$ cat config.mk
export PLATFORM = sky130hd
export DESIGN_NAME = upq_ctrl
export DESIGN_NICKNAME = d
export VERILOG_FILES = /design/src/rtl/core/upq_pkg.sv /design/src/rtl/core/upq_ctrl.sv
export SDC_FILE = /design/constraint.sdc
export NUM_CORES = 1
export LEC_CHECK = 0
export ABC_AREA = 1
export BUFFER_PORTS_ARGS = -buffer_cell sky130_fd_sc_hd__buf_2
export CORE_MARGIN = 10
export CORE_UTILIZATION = 30
export CTS_CLUSTER_SIZE = 14
export DETAILED_ROUTE_END_ITERATION = 12
export GPL_TIMING_DRIVEN = 0
export PLACE_DENSITY_LB_ADDON = 0.15
export SLEW_MARGIN = 15
export SYNTH_ARGS = -nofsm -noshare
export SYNTH_HDL_FRONTEND = slang
export SYNTH_SLANG_ARGS = --single-unit
$ cat constraint.sdc
create_clock -name i_clk -period 2.95 [get_ports i_clk]
set_input_delay 0.1475 -clock i_clk [delete_from_list [all_inputs] [get_ports i_clk]]
set_output_delay 0.1475 -clock i_clk [all_outputs]
set_load 0.005 [all_outputs]
$ cat src/rtl/core/upq_pkg.sv
`timescale 1ns / 1ps
// ----------------------------------------------------------------------------
// Urgency priority queue package
// Shared field widths, result codes, entry layout and the command and status
// bundles between the controller and the datapath.
// ----------------------------------------------------------------------------
package upq_pkg;

    // Field widths
    localparam int ID_W     = 16;
    localparam int URG_W    = 2;
    localparam int TIME_W   = 4;
    localparam int SRV_W    = 3;
    localparam int OCC_W    = 8;
    localparam int STATUS_W = 2;
    localparam int SRV_CNT_W = 4;   // holds a server count up to 15

    // Input command codes
    localparam logic CMD_ARRIVE = 1'b0;
    localparam logic CMD_TICK   = 1'b1;

    // Result status codes
    localparam logic [STATUS_W-1:0] ST_ACCEPTED = 2'd0;
    localparam logic [STATUS_W-1:0] ST_REJECTED = 2'd1;
    localparam logic [STATUS_W-1:0] ST_SERVED   = 2'd2;
    localparam logic [STATUS_W-1:0] ST_NONE     = 2'd3;

    // One stored queue entry
    typedef struct packed {
        logic [TIME_W-1:0] svc_time;
        logic [URG_W-1:0]  urg;
        logic [ID_W-1:0]   id;
    } t_entry;

    // Controller to datapath
    typedef struct packed {
        logic             insert;   // sorted insert, or reject when full
        logic             pop;      // remove head and report it as served
        logic             none;     // report an empty queue
        logic             last;     // final result of this transfer
        logic [SRV_W-1:0] server;   // server number of a served result
    } t_dp_cmd;

    // Datapath to controller
    typedef struct packed {
        logic empty;
        logic one_left;
    } t_dp_status;

endpackage

$ cat src/rtl/core/upq_ctrl.sv
`timescale 1ns / 1ps
// ----------------------------------------------------------------------------
// Urgency priority queue controller
// Holds the server count register and sequences a tick into one head
// removal per cycle; arrive commands pass straight to the datapath.
// ----------------------------------------------------------------------------
module upq_ctrl #(
    parameter int MAX_SERVERS = 5
) (
    input  logic                         i_clk,
    input  logic                         i_rst_n,
    input  logic                         i_start,
    input  logic                         i_command,
    input  logic                         i_cfg_we,
    input  logic [upq_pkg::SRV_W-1:0]    i_cfg_wdata,
    input  upq_pkg::t_dp_status          i_status,
    output upq_pkg::t_dp_cmd             o_cmd,
    output logic                         o_busy
);

    localparam logic S_IDLE  = 1'b0;
    localparam logic S_SERVE = 1'b1;

    localparam logic [upq_pkg::SRV_CNT_W-1:0] MAX_SRV =
        upq_pkg::SRV_CNT_W'(MAX_SERVERS);
    localparam logic [upq_pkg::SRV_CNT_W-1:0] ONE = upq_pkg::SRV_CNT_W'(1);

    logic                              r_state, n_state;
    logic [upq_pkg::SRV_CNT_W-1:0]     r_servers;
    logic [upq_pkg::SRV_CNT_W-1:0]     r_k, n_k;
    logic [upq_pkg::SRV_CNT_W-1:0]     limit;
    logic                              at_limit_first;
    logic                              at_limit_k;

    // Server count register
    always_ff @(posedge i_clk) begin
        if (!i_rst_n) begin
            r_servers <= MAX_SRV;
        end else if (i_cfg_we) begin
            r_servers <= {1'b0, i_cfg_wdata};
        end
    end

    // Clamp the register to 1..MAX_SERVERS
    always_comb begin
        if (r_servers == '0) begin
            limit = ONE;
        end else if (r_servers > MAX_SRV) begin
            limit = MAX_SRV;
        end else begin
            limit = r_servers;
        end
    end

    assign at_limit_first = (limit == ONE);
    assign at_limit_k     = (r_k == limit);

    // Sequencer
    always_comb begin
        n_state = r_state;
        n_k     = r_k;
        o_cmd   = '0;
        unique case (r_state)
            S_IDLE: begin
                if (i_start) begin
                    if (i_command == upq_pkg::CMD_ARRIVE) begin
                        o_cmd.insert = 1'b1;
                        o_cmd.last   = 1'b1;
                    end else if (i_status.empty) begin
                        o_cmd.none = 1'b1;
                        o_cmd.last = 1'b1;
                    end else begin
                        o_cmd.pop    = 1'b1;
                        o_cmd.server = upq_pkg::SRV_W'(1);
                        o_cmd.last   = at_limit_first || i_status.one_left;
                        if (!o_cmd.last) begin
                            n_state = S_SERVE;
                            n_k     = upq_pkg::SRV_CNT_W'(2);
                        end
                    end
                end
            end
            S_SERVE: begin
                o_cmd.pop    = 1'b1;
                o_cmd.server = r_k[upq_pkg::SRV_W-1:0];
                o_cmd.last   = at_limit_k || i_status.one_left;
                if (o_cmd.last) begin
                    n_state = S_IDLE;
                end else begin
                    n_k = r_k + ONE;
                end
            end
            default: begin
                n_state = S_IDLE;
            end
        endcase
    end

    always_ff @(posedge i_clk) begin
        if (!i_rst_n) begin
            r_state <= S_IDLE;
            r_k     <= '0;
        end else begin
            r_state <= n_state;
            r_k     <= n_k;
        end
    end

    assign o_busy = (r_state == S_SERVE);

endmodule

After elaboration in Yosys (flattened, before gate mapping)
Index checks and enable logic that the tools add are counted.

Register bits after elaboration: 8. Latch bits: 0. RAM bits: 0. ROM bits: 0. Logic and storage cells: 44. Memories kept: 0.

Add/subtract/negate cells: 1. Multipliers: 0. Div/mod/pow operators: 0. Magnitude comparators: 1. Equal/unequal tests: 7. Shift operators: 0. Muxes and demuxes: 27. Bitwise logic cells: 1. Reductions and logical operators: 4.

Operators by type and width (count): $mux 4 (5); $pmux 4 s2 (2); $mux 1 (13); $ne 2x2->1 const B (5); $mux 3 (3); $mux 7 (1); $reduce_and 5->1 (1); $add 4x1->4 const B (1); $eq 4x1->1 const B (1); $eq 4x4->1 (1); $logic_not 4->1 (1); $pmux 1 s2 (2); $gt 3x3->1 const B (1); $logic_or 1x1->1 (2); $mux 2 (1); $not 1->1 (1).

Logic depth before layout (Yosys ltp)
Depth after elaboration: 10. Mapped depth: 11. Gate-level depth less buffers: 11.

Worst setup path after synthesis
Ideal clock, no wire load.

Path kind: register to register. Start point: register r_servers[2] (netlist bit). End point: register r_k[2] (netlist bit). Data arrival time: 1060 ps. Required time: 2836 ps. Path slack: 1776 ps. Stages on the path, launching flop included: 12. Buffers on the path: 0. Cell sequence: dfxtp_1 > inv_1 > nand2_2 > nand3_1 > nand2_1 > nand2_1 > nand2_1 > nand3_2 > nand2_4 > nand2_1 > nand2_1 > nor2_2.

Cells in the longest elaborated chain, start to end: 7. Elaborated cells between the ends (all ways): 11. Classes of those cells: order compare: 1; eq/ne: 4; mux: 2; reduce/logical: 4.

Ends and longest elaborated chain: from (decl) (line upq_ctrl.sv:29) `logic [upq_pkg::SRV_CNT_W-1:0] r_servers;`; from (signal assigned) (line upq_ctrl.sv:40) `r_servers <= {1'b0, i_cfg_wdata};`; $gt 3x3->1 (line upq_ctrl.sv:48) `end else if (r_servers > MAX_SRV) begin`; $mux 3 (line upq_ctrl.sv:48); $mux 3 * (line upq_ctrl.sv:46) `if (r_servers == '0) begin`; $eq 4x1->1 or $eq 4x4->1 (tied branches) (line upq_ctrl.sv:55, upq_ctrl.sv:56); $logic_or 1x1->1 (on tied branches) (line upq_ctrl.sv:75, upq_ctrl.sv:86); $ne 2x2->1 (no line); $reduce_and 5->1 (no line) *; to (signal assigned) (line upq_ctrl.sv:105) `r_k <= n_k;`; to (decl) (line upq_ctrl.sv:30) `logic [upq_pkg::SRV_CNT_W-1:0] r_k, n_k;`.

Every way passes the cells marked *; elsewhere a longest branch is shown, timed or not. A chain may end at the register's enable or synchronous reset.

==> flow_summary.yaml <==
routing:
  dr_wl_met2_um: 597
  vias_per_cell: 4.59
  dr.pass1.iters: 4
  drt_wl_total_mm: 1.36
  drt-initial-drc-count: 18
  wl_met3_um: 65
  drc_errors: 0
  vias: 592
  top_layer_used: "met4"
  antenna_left: 0
  wl_per_cell_um: 10.5
  drt-met1-wl_um: 673
final_layout:
  final_cells: 129
  area_growth_pct: 25.8
  final_core_utilization_pct: 39.7
  mostFrequentLayoutCells: "nand2_1 (19), buf_2 (17), inv_1 (13)"
  diodes: 0
  nNetsFinal: 117
  layout_commonest_cell: "nand2_1"
  drive_gt1_share_pct: 29.8
power:
  peakVddDrop_mv: 0.198
  p_per_area_nw_per_um2: 374
  p_leak_nw: 0.367
clock_tree:
  path_clk_slew_ns: 0.06
  worstSkewPairLatency_ns: 0.25
  postCtsSetupBuffers: 0
  cts_sinks: 8
  cts_root_buf: "clkbuf_4"
  cts_tree: "yes"
  clockBufferDepth: 2
  cts_buffers: 3
  cts-htree-levels: 1
  holdBufCountCts: 0
  cts_resized: 0
timing:
  slew_headroom_pct: 81.7
  worstMarginPinSlew_ns: 0.274
  post-route-period-util_pct: 50.5
  rsz0062_at_grt: "false"
  finalCriticalPeriod_ns: 1.49
  max_freq_mhz: 671
  hold_violations: 0
  finClkSkew_ns: 0.00195
  slew_violations: 0
  finalSetupViolCount: 0
  fin_setup_tns_ns: 0
yosys:
  yosysSeqAreaShare_pct: 29.7
  syn_nets: 95
  syn_area_um2: 539
  ys_warn_count: 0
  synth.largest_area_cell: "dfxtp_1"
  yosys.area.top_type_share_pct: 29.7
  yosys-top-cells-area: "dfxtp_1 (30%), nand2_1 (13%), inv_1 (9.0%)"
  synthDistinctLibCells: 17
  synth-seq-cells: 8
  synth.avg_cell_area_um2: 6.42
  syn_inst: 84
status:
  outcome: "complete, no violations"
global_routing:
  grt.overflow.total: 0
  grt_pass1_vias: 560
  grt_pass1_wl_mm: 2.33
  gr-usage-all-layers_pct: 7.15
  grt_antenna_before_repair: 0
  grt_max_degree: 8
setup_path:
  critPathRequiredTime_ns: 2.80
  critPathKind: "register to output pin"
  crit_path_end_kind: "output pin"
  cp_max_fo: 7
  cp-start-kind: "register"
  cp.arrival_ns: 1.34
  worstReg2RegStart: "r_servers[2]$_SDFFE_PN1P_"
  startpoint: "r_k[2]$_SDFFE_PN0P_"
place:
  dpl.hpwl_mm: 1.09
  place.gp.congestion: 0.779
  numPortBuffers: 17
  dp_cells: 126
job:
  maxCapViolations: 0
floorplanning:
  start_util_pct: 31.6
  dieArea_um2: 3890
  core_area_um2: 1710
  placement_rows: 15
  fp.dieH_um: 62.4
  die_width_um: 62.4
  io_pins: 18
min_path:
  min_path_type: "primary input to register"
  min-delay-start: "i_cfg_wdata[0]"
-- worst paths after layout --
check                                   end  slack (ns)  cells after the start
hold reg to reg   r_servers[0]$_SDFFE_PN1P_        0.49                      2
setup reg to reg        r_k[3]$_SDFFE_PN0P_        1.65                     11
hold / removal    r_servers[0]$_SDFFE_PN1P_        0.11                      3
setup / recovery                   o_cmd[3]        1.46                      7
-- through the flow --
| stage | total power, mW | cell area, um^2 | hold slack, ns | worst slack (ns) |
|---|---|---|---|---|
| 6_report | 0.254 | 678 | 0.110 | 1.46 |
| 5_1_grt | 0.271 | 678 | 0.112 | 1.35 |
| 4_1_cts | 0.258 | 678 | 0.105 | 1.45 |
| 3_5_place_dp | 0.171 | 656 | 0.372 | 1.66 |
| 2_1_floorplan | 0.152 | 539 | 0.248 | 1.78 |
| 3_3_place_gp | 0.171 | 656 | 0.364 | 1.66 |
-- logic make-up after synthesis --
logic type | Yosys count | share of synthesized area (%)
DFF | 8 | 29.7
buffers and inverters | 14 | 9.74
adders and majority gates | 1 | 2.32
and+or+nand+nor | 48 | 45.5
AOI/OAI and AO/OA | 13 | 12.8
-- Yosys cell counts --
library cell   n
nand3_1        5
nand3_2        2
a21oi_1        7
inv_2          1
nor2_2         4
nand2_1       19
dfxtp_1        8
ha_1           1
nor2_1        11
nand4_1        3
nand2_4        1
nand3b_4       1
o31ai_1        1
inv_1         13
nand2_2        2
a31oi_1        1
o21ai_0        4
-- state kept, by name, summed over array words and instances (netlist names) --
name	flops
r_k	4
r_servers	3
o_busy	1
-- area by class of cell --
cell class              count  area, um^2
fillers                   198        1030
multi-input cells          62         327
flip-flops and latches      8         160
repair buffers             17        85.1
inverters                  14        52.6
well taps                  25        31.3
clock buffers               3        22.5
-- where the power goes --
group | switching (mW) | total (mW) | leakage [nW] | internal [mW]
Combinational | 0.0281 | 0.0490 | 0.288 | 0.0209
Sequential | 0.00598 | 0.120 | 0.0656 | 0.114
Clock | 0.0386 | 0.0853 | 0.0138 | 0.0467
-- layer usage --
metal	up-vias	GRT usage, %
li1	311	-
met1	257	8.52
met2	20	11.0
met3	4	1.97
met4	0	4.47
met5	-	0
-- critical path, cell delays in order (launching register included) --
cell and delay [ns]:
dfxtp_1 0.44, inv_2 0.07, nand2_2 0.06, nand3_2 0.07, nor2_2 0.12, a21oi_1 0.08
o21ai_0 0.12, buf_2 0.13
Power figures use the tool's default switching activity.
